## config.mk

```make
export PLATFORM = sky130hd
export DESIGN_NAME = burst_pulse_generator_unit
export DESIGN_NICKNAME = d
export VERILOG_FILES = /design/src/rtl/core/bpg_pkg.sv /design/src/rtl/core/bpg_timebase.sv /design/src/rtl/core/bpg_oneshot.sv /design/src/rtl/core/burst_pulse_generator_unit.sv
export SDC_FILE = /design/constraint.sdc
export NUM_CORES = 1
export LEC_CHECK = 0
export ABC_AREA = 1
export BUFFER_PORTS_ARGS = -buffer_cell sky130_fd_sc_hd__buf_2
export CORE_MARGIN = 2
export CORE_UTILIZATION = 50
export CTS_CLUSTER_SIZE = 14
export DETAILED_ROUTE_END_ITERATION = 6
export PLACE_DENSITY = 0.71
export SLEW_MARGIN = 20
export SYNTH_ARGS = -nofsm -noshare
export SYNTH_HDL_FRONTEND = slang
export SYNTH_SLANG_ARGS = --single-unit
export TNS_END_PERCENT = 10
```

## constraint.sdc

```tcl
create_clock -name clk -period 2.4 [get_ports clk]
set_clock_uncertainty 0.15 [all_clocks]
set_input_delay 0.48 -clock clk [delete_from_list [all_inputs] [get_ports clk]]
set_output_delay 0.48 -clock clk [all_outputs]
set_load 0.005 [all_outputs]
```

## src/rtl/core/bpg_pkg.sv

```systemverilog
package bpg_pkg;

  // Fast ticks per slow tick of the period counter
  localparam int unsigned PRESCALE = 32;
  localparam int unsigned PS_W = (PRESCALE > 1) ? $clog2(PRESCALE) : 1;
  localparam logic [PS_W-1:0] PS_LAST = PS_W'(PRESCALE - 1);

  localparam int unsigned PERIOD_W = 16;
  localparam int unsigned ON_W     = 10;
  localparam int unsigned BURST_W  = 5;
  localparam int unsigned CFG_IDX_W  = 2;
  localparam int unsigned CFG_DATA_W = PERIOD_W;

  typedef enum logic [CFG_IDX_W-1:0] {
    CFG_PERIOD    = 2'd0,
    CFG_ON        = 2'd1,
    CFG_BURST_ON  = 2'd2,
    CFG_BURST_OFF = 2'd3
  } cfg_idx_t;

  typedef struct packed {
    logic [PERIOD_W-1:0] period_ticks;
    logic [ON_W-1:0]     on_ticks;
    logic [BURST_W-1:0]  burst_on;
    logic [BURST_W-1:0]  burst_off;
  } cfg_t;

  localparam cfg_t CFG_RESET = '{
    period_ticks: {PERIOD_W{1'b1}},
    on_ticks:     {ON_W{1'b1}},
    burst_on:     '0,
    burst_off:    '0
  };

  typedef struct packed {
    logic active;
    logic drive;
  } os_status_t;

endpackage

```

## src/rtl/core/bpg_timebase.sv

```systemverilog
module bpg_timebase
  import bpg_pkg::*;
(
  input  logic                clk,
  input  logic                rst_n,
  input  logic                advance,
  input  logic                enable,
  input  logic [PERIOD_W-1:0] period_ticks,
  output logic                event_o
);

  logic [PS_W-1:0]     prescale_r, prescale_nxt;
  logic [PERIOD_W-1:0] period_r, period_nxt;
  logic                enable_prev_r;
  logic                ev;

  always_comb begin
    prescale_nxt = prescale_r;
    period_nxt   = period_r;
    ev           = 1'b0;
    if (enable) begin
      if (prescale_r == PS_LAST) begin
        prescale_nxt = '0;
        // a lowered period fires on the next slow tick
        if (period_r >= period_ticks) begin
          period_nxt = '0;
          ev         = 1'b1;
        end else begin
          period_nxt = period_r + 1'b1;
        end
      end else begin
        prescale_nxt = prescale_r + 1'b1;
      end
      // rising enable: restart the period, merge with any overflow
      if (!enable_prev_r) begin
        period_nxt = '0;
        ev         = 1'b1;
      end
    end
  end

  assign event_o = ev;

  always_ff @(posedge clk) begin
    if (!rst_n) begin
      prescale_r    <= '0;
      period_r      <= '0;
      enable_prev_r <= 1'b0;
    end else if (advance) begin
      prescale_r    <= prescale_nxt;
      period_r      <= period_nxt;
      enable_prev_r <= enable;
    end
  end

endmodule

```

## src/rtl/core/bpg_oneshot.sv

```systemverilog
module bpg_oneshot
  import bpg_pkg::*;
(
  input  logic       clk,
  input  logic       rst_n,
  input  logic       advance,
  input  logic       event_i,
  input  cfg_t       cfg,
  output logic       drive_nxt_o,
  output os_status_t status
);

  logic [ON_W-1:0]    on_count_r, on_count_nxt;
  logic               on_active_r, on_active_nxt;
  logic [BURST_W-1:0] pulses_r, pulses_nxt;
  logic [BURST_W-1:0] gaps_r, gaps_nxt;
  logic               drive_r, drive_nxt;

  always_comb begin
    on_count_nxt  = on_count_r;
    on_active_nxt = on_active_r;
    pulses_nxt    = pulses_r;
    gaps_nxt      = gaps_r;
    drive_nxt     = drive_r;

    // advance the running one-shot first
    if (on_active_r) begin
      if (on_count_r >= cfg.on_ticks) begin
        on_active_nxt = 1'b0;
        on_count_nxt  = '0;
        drive_nxt     = 1'b0;
      end else begin
        on_count_nxt = on_count_r + 1'b1;
      end
    end

    if (event_i) begin
      on_count_nxt  = '0;
      on_active_nxt = 1'b1;
      priority if (cfg.burst_off == '0) begin
        drive_nxt = 1'b1;
      end else if (pulses_r != '0) begin
        drive_nxt  = 1'b1;
        pulses_nxt = pulses_r - 1'b1;
      end else if (gaps_r != '0) begin
        gaps_nxt = gaps_r - 1'b1;
      end else begin
        // dark event: reload the burst
        pulses_nxt = cfg.burst_on;
        gaps_nxt   = cfg.burst_off;
      end
    end
  end

  assign drive_nxt_o   = drive_nxt;
  assign status.active = on_active_r;
  assign status.drive  = drive_r;

  always_ff @(posedge clk) begin
    if (!rst_n) begin
      on_count_r  <= '0;
      on_active_r <= 1'b0;
      pulses_r    <= '0;
      gaps_r      <= '0;
      drive_r     <= 1'b0;
    end else if (advance) begin
      on_count_r  <= on_count_nxt;
      on_active_r <= on_active_nxt;
      pulses_r    <= pulses_nxt;
      gaps_r      <= gaps_nxt;
      drive_r     <= drive_nxt;
    end
  end

endmodule

```

## src/rtl/core/burst_pulse_generator_unit.sv

```systemverilog
// Burst pulse generator.
// Input channel (in_valid/in_ready/in_enable): each transaction is one fast
// timer tick carrying the enable level. Result channel (out_valid/out_ready)
// returns one transaction per tick: out_drive is the pin level after the
// tick, out_period_event flags a period or enable-edge event on that tick.
// Configuration (cfg_we/cfg_index/cfg_wdata) writes period, on time and
// burst counts; write only while no transaction is in flight.
// out_valid rises in the cycle after input acceptance. Throughput is one
// tick per cycle while results are taken: timer and one-shot state update
// in the same cycle the tick is accepted, and the result lands in a single
// output register. When the receiver stalls, the result register holds
// and in_ready drops; it rises again in the cycle the result is taken, so
// no cycle is lost. Reset (rst_n low, synchronous) clears all counters and
// out_valid and loads period 65535, on time 1023 and bursting off.
module burst_pulse_generator_unit
  import bpg_pkg::*;
(
  input  logic                  clk,
  input  logic                  rst_n,
  input  logic                  in_valid,
  output logic                  in_ready,
  input  logic                  in_enable,
  output logic                  out_valid,
  input  logic                  out_ready,
  output logic                  out_drive,
  output logic                  out_period_event,
  input  logic                  cfg_we,
  input  logic [CFG_IDX_W-1:0]  cfg_index,
  input  logic [CFG_DATA_W-1:0] cfg_wdata
);

  cfg_t       cfg_r;
  logic       accept;
  logic       ev;
  logic       drive_nxt;
  os_status_t os_status;
  logic       out_valid_r;
  logic       out_drive_r;
  logic       out_event_r;

  assign in_ready = !out_valid_r || out_ready;
  assign accept   = in_valid && in_ready;

  always_ff @(posedge clk) begin
    if (!rst_n) begin
      cfg_r <= CFG_RESET;
    end else if (cfg_we) begin
      unique case (cfg_idx_t'(cfg_index))
        CFG_PERIOD:    cfg_r.period_ticks <= cfg_wdata[PERIOD_W-1:0];
        CFG_ON:        cfg_r.on_ticks     <= cfg_wdata[ON_W-1:0];
        CFG_BURST_ON:  cfg_r.burst_on     <= cfg_wdata[BURST_W-1:0];
        CFG_BURST_OFF: cfg_r.burst_off    <= cfg_wdata[BURST_W-1:0];
      endcase
    end
  end

  bpg_timebase u_timebase (
    .clk          (clk),
    .rst_n        (rst_n),
    .advance      (accept),
    .enable       (in_enable),
    .period_ticks (cfg_r.period_ticks),
    .event_o      (ev)
  );

  bpg_oneshot u_oneshot (
    .clk         (clk),
    .rst_n       (rst_n),
    .advance     (accept),
    .event_i     (ev),
    .cfg         (cfg_r),
    .drive_nxt_o (drive_nxt),
    .status      (os_status)
  );

  always_ff @(posedge clk) begin
    if (!rst_n) begin
      out_valid_r <= 1'b0;
    end else if (accept) begin
      out_valid_r <= 1'b1;
    end else if (out_ready) begin
      out_valid_r <= 1'b0;
    end
  end

  // hold the result while stalled
  always_ff @(posedge clk) begin
    if (accept) begin
      out_drive_r <= drive_nxt;
      out_event_r <= ev;
    end
  end

  assign out_valid        = out_valid_r;
  assign out_drive        = out_drive_r;
  assign out_period_event = out_event_r;

  a_reset_empty: assert property (@(posedge clk) !rst_n |=> !out_valid_r)
    else $error("result register not empty after reset");

  a_accept_fills: assert property (@(posedge clk) disable iff (!rst_n)
    accept |=> out_valid_r)
    else $error("accepted tick produced no result");

  a_event_drives: assert property (@(posedge clk) disable iff (!rst_n)
    accept && ev && (cfg_r.burst_off == '0) |-> drive_nxt)
    else $error("event without bursting left output low");

  a_drive_needs_oneshot: assert property (@(posedge clk) disable iff (!rst_n)
    os_status.drive |-> os_status.active)
    else $error("output high with one-shot idle");

endmodule
```

==> flow_summary_export.csv, run 1 <==
group,metric,value,unit
flow_run,max-cap-violations,0,
cts,cts_buffer_depth,2,
pwr,p_per_area,535,nW/um2
yosys,synth_xor_area_share,1.89,%
placed_design,post-dp-hpwl,7720,um
yosys,synth-edff-count,2,
sta,relSlewSlack,59.8,%
routing,drt_wl_total,10300,um
yosys,synthCells,647,
die,io_pins,28,
routing,drtPass1Iterations,4,
global_route,grt_pass1_wl,18000,um
yosys,netlist_area,4640,um2
yosys,muxShareOfSynthArea,0.216,%
yosys,ys_seq_area_share,36.3,%
routing,wl_met3,356,um
worst_setup_path,cp-end-kind,"flop",
pwr,switchingPower,0.000764,W
worst_setup_path,critPathArrivalTime,2.32,ns
sta,fin_crit,2.19,ns
outcome,status,"complete, no violations",
routing,highest_layer,"met4",
die,die_h,100,um
yosys,synth-warning-count,0,
global_route,antenna_found_initial,0,
cts,tritoncts,"done",
cts,clock_sinks,83,
worst_setup_path,worstSetupPathType,"flop to flop",
pwr,power_frac_comb,12.2,%
routing,met2_length,4930,um
yosys,synthSimpleGateAreaFrac,26.4,%
routing,drc,0,
worst_setup_path,crit_buf_inv,0,
pwr,seq_power_share,53.5,%
sta,setup_viol_count_final,0,
yosys,syn_area_per_cell,7.17,um2
global_route,track_usage,22.3,%
routing,via_per_inst,5.21,
worst_setup_path,critPathMaxStageDelay,0.42,ns
yosys,async_reset_ff_share,0,%
cts,clk_latency,0.36,ns
yosys,synth_top_area_cell,"dfxtp_1",
worst_setup_path,cp_top_family,"simple AND/OR/NAND/NOR gates",
routing,detail-route-antenna-nets,0,
yosys,ys_top_cells_by_area,"dfxtp_1 (35%), nand2_1 (12%), ha_1 (8.6%)",
routing,wire_per_inst,13.0,um
sta,layout_setup_ws,0.207,ns
yosys,yosys.area_share.adder,8.63,%
global_route,grt_pass1_vias,3956,
die,die_w,100,um
routing,drtIter0Drc,166,
yosys,yosysMostFrequentCell,"nand2_1",
worst_setup_path,crit_required,2.53,ns
sta,fmax,456,MHz
pwr,power,0.00271,W
sta,maxSlewViolCount,0,
finish,drive_gt1_share,11.5,%
sta,tightest_slew,0.598,ns
finish,finalNetCount,731,
die,coreArea,9110,um2
global_route,overflow,0,
yosys,synth_top_cell_area_share,35.0,%
finish,utilization,55.7,%
worst_setup_path,worst_setup_path_start_kind,"flop",
placed_design,portBuffers,27,
cts,clkTransAtPathRegs,0.08,ns
pwr,peakVddDrop,243,uV
cts,post_cts_buffers,0,
placed_design,place.gp.congestion,0.965,
pwr,clock_power_share,34.3,%
yosys,ys_top_cells_by_count,"nand2_1 (148), inv_1 (98), dfxtp_1 (81)",
yosys,synth-seq-cells,83,
cts,cts_root_buffer,"clkbuf_8",
worst_setup_path,crit_slowest_cell,"dfxtp_1",
global_route,grt_max_degree,47,
sta,hold_viol_final,0,
worst_setup_path,crit_chain,"ha_1 > a21oi_1 > o21ai_0 > a21oi_4 > nand2_4 > nand2_4 > nand2_2 > nor3b_1",
die,dieArea,10100,um2
yosys,synth_top_family_by_area,"simple AND/OR/NAND/NOR gates",
finish,antenna_cells,0,
yosys,synth_fp_nets,703,
pwr,cell_internal_pwr,0.00195,W
min_path,hp-class,"input pin to flop",
yosys,synth_compound_area_share,16.1,%
routing,drt-met1-wl,4790,um
sta,period_share,91.4,%
pwr,swShare,28.1,%
yosys,ys.flop_type,"dfxtp_1",
yosys,synth.distinct_cells,38,
die,placementRows,35,
sta,fin_tns_setup,0,ns
cts,htree_levels,3,
pwr,power.leakage,2.35,nW
die,initial_utilization,50.9,%
routing,num_vias,4119,
worst_setup_path,cp_max_fo,15,
sta,rsz0062_at_grt,"false",
cts,cts_buffers,9,
worst_setup_path,critPathMostFrequentCell,"nand2_4",
placed_design,preCtsSetupSlack,0.194,ns
finish,area_growth,9.33,%
layer usage:
metal  track usage, %  vias to the layer above
li1                 -                     2169
met1             27.8                     1870
met2             38.4                       64
met3             4.39                       16
met4             7.69                        0
met5                0                        -
metrics by stage:
step | cell area (um2) | cells | hold WS [ns]
after floorplan | 4640 | 647 | 0.274
after global placement | 4890 | 775 | 0.286
after detailed placement | 4890 | 775 | 0.293
after CTS | 5060 | 791 | 0.176
after global routing | 5070 | 791 | 0.200
final | 5070 | 791 | 0.191
timing repair:
| action | in CTS | in global routing |
|---|---|---|
| hold buffers | 0 | 0 |
| setup endpoints to repair | 0 | 2 |
| resized for setup | 0 | 2 |
worst min-delay path, stage by stage:
cell,delay (ns)
buf_2,0.07
nand2_1,0.04
o211ai_1,0.06
power groups by stage:
stage               sequential, W  clock (W)  combinational (W)
floorplan                 0.00148          0           0.000241
global placement          0.00148          0           0.000323
detailed placement        0.00149          0           0.000331
CTS                       0.00145   0.000957           0.000333
global route              0.00146    0.00101           0.000381
finish                    0.00145   0.000931           0.000331
flip-flops by register name, summed over array words and instances (netlist names), 5 cells and up:
| register | cells |
|---|---|
| u_oneshot.on_count_r | 10 |
| u_timebase.period_r | 16 |
| u_timebase.prescale_r | 5 |
| u_oneshot.pulses_r | 5 |
| u_oneshot.gaps_r | 5 |
| cfg_r | 36 |
worst paths after layout:
kind / start / end / slack (ns) / cells past startpoint
worst max-delay path: u_timebase.period_r[11]$_SDFFE_PN0P_ / u_timebase.period_r[7]$_SDFFE_PN0P_ / 0.21 / 8
worst min-delay path: cfg_wdata[12] / cfg_r[32]$_SDFFE_PN1P_ / 0.19 / 3
worst max register to register: u_timebase.period_r[11]$_SDFFE_PN0P_ / u_timebase.period_r[7]$_SDFFE_PN0P_ / 0.21 / 8
worst min register to register: cfg_r[6]$_SDFFE_PN0P_ / cfg_r[6]$_SDFFE_PN0P_ / 0.30 / 2
cell usage in the layout (no fill, tap or decap), types with 2 or more instances in the layout:
cell type,instances
edfxtp_1,2
nor2_4,3
nand3_1,26
buf_2,27
nand2_1,148
nor3_2,2
dfxtp_1,80
inv_2,2
xnor2_1,4
o21bai_1,2
clkinvlp_4,2
a211oi_1,2
nand3_2,3
nand2_4,3
a21oi_4,2
nor3_1,13
xor2_1,6
nor3b_1,4
o211ai_1,26
buf_4,10
inv_1,98
o21a_1,2
o21ai_0,33
clkbuf_8,10
nor2_1,47
ha_1,32
a21oi_1,55
nand2_2,5
nor2_2,3
nand4_1,13
area by class of cell:
class	count	area (um2)
Fill cell	870	4040
Multi-Input combinational cell	443	2480
Sequential cell	83	1680
Inverter	101	379
Timing Repair Buffer	37	210
Clock buffer	11	141
Tap cell	111	139
Clock inverter	5	37.5
kinds of logic (layout without fill, tap and decap cells):
group | Yosys count | in the layout
xor+xnor | 10 | 10
fa+ha+maj | 32 | 32
mux | 1 | 1
buf+inv | 121 | 154
simple gates | 274 | 274
compound gates | 126 | 126
flops | 83 | 83
Power figures use the tool's default switching activity.
==> run 2, diff against run 1 <==
Settings changed: CELL_PAD_IN_SITES_DETAIL_PLACEMENT set to 1, CELL_PAD_IN_SITES_GLOBAL_PLACEMENT set to 1, CORE_UTILIZATION 50 to 45, PLACE_DENSITY 0.71 to unset, PLACE_DENSITY_LB_ADDON set to 0.1.
==> run 2 against run 1 <==
Against the previous run: cell count grew 3.8%; fmax shrank 2.6%; count of clock-buffer cells in the layout shrank 1; critical path type unchanged; flip-flop and latch count is the same; critical endpoint is now u_timebase.period_r[6]$_SDFFE_PN0P_.
==> flow_summary_export.csv, run 2 (synthesis gave the netlist of run 1 again) <==
group,metric,value,unit
outcome,status,"complete, no violations",
finish,final_common_cell,"nand2_1",
sta,relSlewSlack,60.5,%
global_route,grt_pass1_vias,4445,
sta,setup_viol_count_final,0,
cts,ctsHoldBuffers,0,
global_route,track_usage,24.0,%
cts,clk_latency,0.37,ns
min_path,holdPathStages,3,
worst_setup_path,crit_required,2.52,ns
finish,fin_area,5170,um2
global_route,overflow,0,
finish,largestRegisters,"cfg_r x36, u_timebase.period_r x16, u_oneshot.on_count_r x10",
die,coreArea,10200,um2
die,die_w,106,um
cts,clkTransAtPathRegs,0.09,ns
sta,tightest_slew,0.587,ns
min_path,hp-class,"input pin to flop",
die,dieArea,11100,um2
worst_setup_path,cp-end-kind,"flop",
routing,drtPass1Iterations,4,
pwr,switchingPower,0.000807,W
worst_setup_path,worstSetupPathType,"flop to flop",
sta,fmax,444,MHz
sta,fin_tns_setup,0,ns
worst_setup_path,startpoint,"cfg_r[31]$_SDFFE_PN1P_",
cts,htree_levels,3,
routing,via_per_inst,5.21,
pwr,seq_power_share,53.2,%
die,die_h,106,um
global_route,grt_max_degree,47,
pwr,peakVddDrop,251,uV
worst_setup_path,rrSetupSlack,0.15,ns
routing,drc,0,
placed_design,dpl-instance-area,4970,um2
cts,cts_buffers,9,
cts,cts_buffer_depth,2,
routing,num_vias,4277,
sta,rsz0062_at_grt,"true",
worst_setup_path,r2r_end,"u_timebase.period_r[6]$_SDFFE_PN0P_",
cts,clock_sinks,83,
global_route,antenna_found_initial,0,
cts,tritoncts,"done",
placed_design,portBuffers,27,
routing,detail-route-antenna-nets,0,
min_path,hold_end,"cfg_r[30]$_SDFFE_PN1P_",
worst_setup_path,critPathArrivalTime,2.37,ns
cts,cts_root_buffer,"clkbuf_8",
finish,drive_gt1_share,12.3,%
worst_setup_path,worstReg2RegStart,"cfg_r[31]$_SDFFE_PN1P_",
sta,hold_viol_final,0,
placed_design,post-dp-hpwl,9730,um
finish,largest_reg_flops,36,
sta,period_share,93.8,%
worst_setup_path,rr_worst_depth,9,
finish,antenna_cells,0,
pwr,power,0.00273,W
min_path,hp-start,"cfg_wdata[10]",
worst_setup_path,worst_setup_path_start_kind,"flop",
routing,drt_wl_total,12800,um
routing,wire_per_inst,15.6,um
die,io_pins,28,
flow_run,max-cap-violations,0,
pwr,p_per_area,528,nW/um2
pwr,power_frac_comb,13.0,%
die,initial_utilization,45.5,%
sta,maxSlewViolCount,0,
finish,regMostFlops,"cfg_r",
sta,hold-worst-slack,0.178,ns
finish,area_growth,11.5,%
routing,drtIter0Drc,135,
sta,fin_crit,2.25,ns
pwr,power.leakage,2.40,nW
global_route,grt_pass1_wl,21200,um
pwr,clock_power_share,33.8,%
pwr,swShare,29.5,%
pwr,cell_internal_pwr,0.00192,W
die,placementRows,37,
finish,finalNetCount,736,
finish,mostFrequentLayoutCells,"nand2_1 (147), inv_1 (98), dfxtp_1 (81)",
placed_design,place.gp.congestion,0.834,
worst_setup_path,cp_max_fo,15,
==> run 2: worst max-delay path, stage by stage (launching register included) <==
cell	delay [ns]
dfxtp_1	0.32
inv_1	0.05
ha_1	0.32
a21oi_1	0.15
o21ai_0	0.18
a21oi_4	0.30
nand2_8	0.16
nand2_8	0.15
nand2_2	0.16
a211oi_1	0.22
==> run 2: what timing repair did <==
action,4_1_cts,5_1_grt
gates resized for setup,0,7
setup buffers,0,0
endpoints found under the setup margin,0,24
==> run 2: area by class of cell <==
type                    instances  area, um2
inverters                     101        379
well taps                     136        170
repair buffers                 42        260
clock inverters                 6       38.8
clock buffers                  10        128
multi-input cells             443       2520
flip-flops and latches         83       1680
fillers                      1353       5010
==> run 2: worst max-delay path by stage <==
stage	depth (start not counted)	end	slack, ns
floorplan	11	u_timebase.period_r[10]$_SDFFE_PN0P_	0.48
global placement	9	u_oneshot.on_count_r[8]$_SDFFE_PN0P_	0.19
detailed placement	13	u_oneshot.on_count_r[2]$_SDFFE_PN0P_	0.07
CTS	12	u_timebase.period_r[6]$_SDFFE_PN0P_	0.03
global route	11	u_timebase.period_r[6]$_SDFFE_PN0P_	0.0005
finish	9	u_timebase.period_r[6]$_SDFFE_PN0P_	0.15
==> run 2: stage by stage <==
| step | utilization [%] | setup slack (ns) | cells |
|---|---|---|---|
| 2_1_floorplan | - | 0.477 | 647 |
| 3_3_place_gp | 48.8 | 0.194 | 805 |
| 3_5_place_dp | 48.8 | 0.0736 | 805 |
| 4_1_cts | 50.4 | 0.0294 | 821 |
| 5_1_grt | 50.8 | 0.000465 | 821 |
| 6_report | 50.8 | 0.149 | 821 |
==> run 2: power by group through the flow <==
stage                     Sequential [W]  Clock (W)  Combinational (W)
after CTS                        0.00145   0.000951           0.000354
final                            0.00145   0.000923           0.000355
after global placement           0.00148          0           0.000335
after floorplan                  0.00148          0           0.000241
after global routing             0.00146    0.00100           0.000401
after detailed placement         0.00149          0           0.000352
==> run 2: per-layer routing <==
layer / vias up / part of all wire [%] / track usage, %
met4: 0 / 1.6 / 8.74
met2: 42 / 53 / 44.3
met1: 2048 / 44 / 27.6
met5: - / 0 / 0
met3: 18 / 1.9 / 4.02
li1: 2169 / - / -
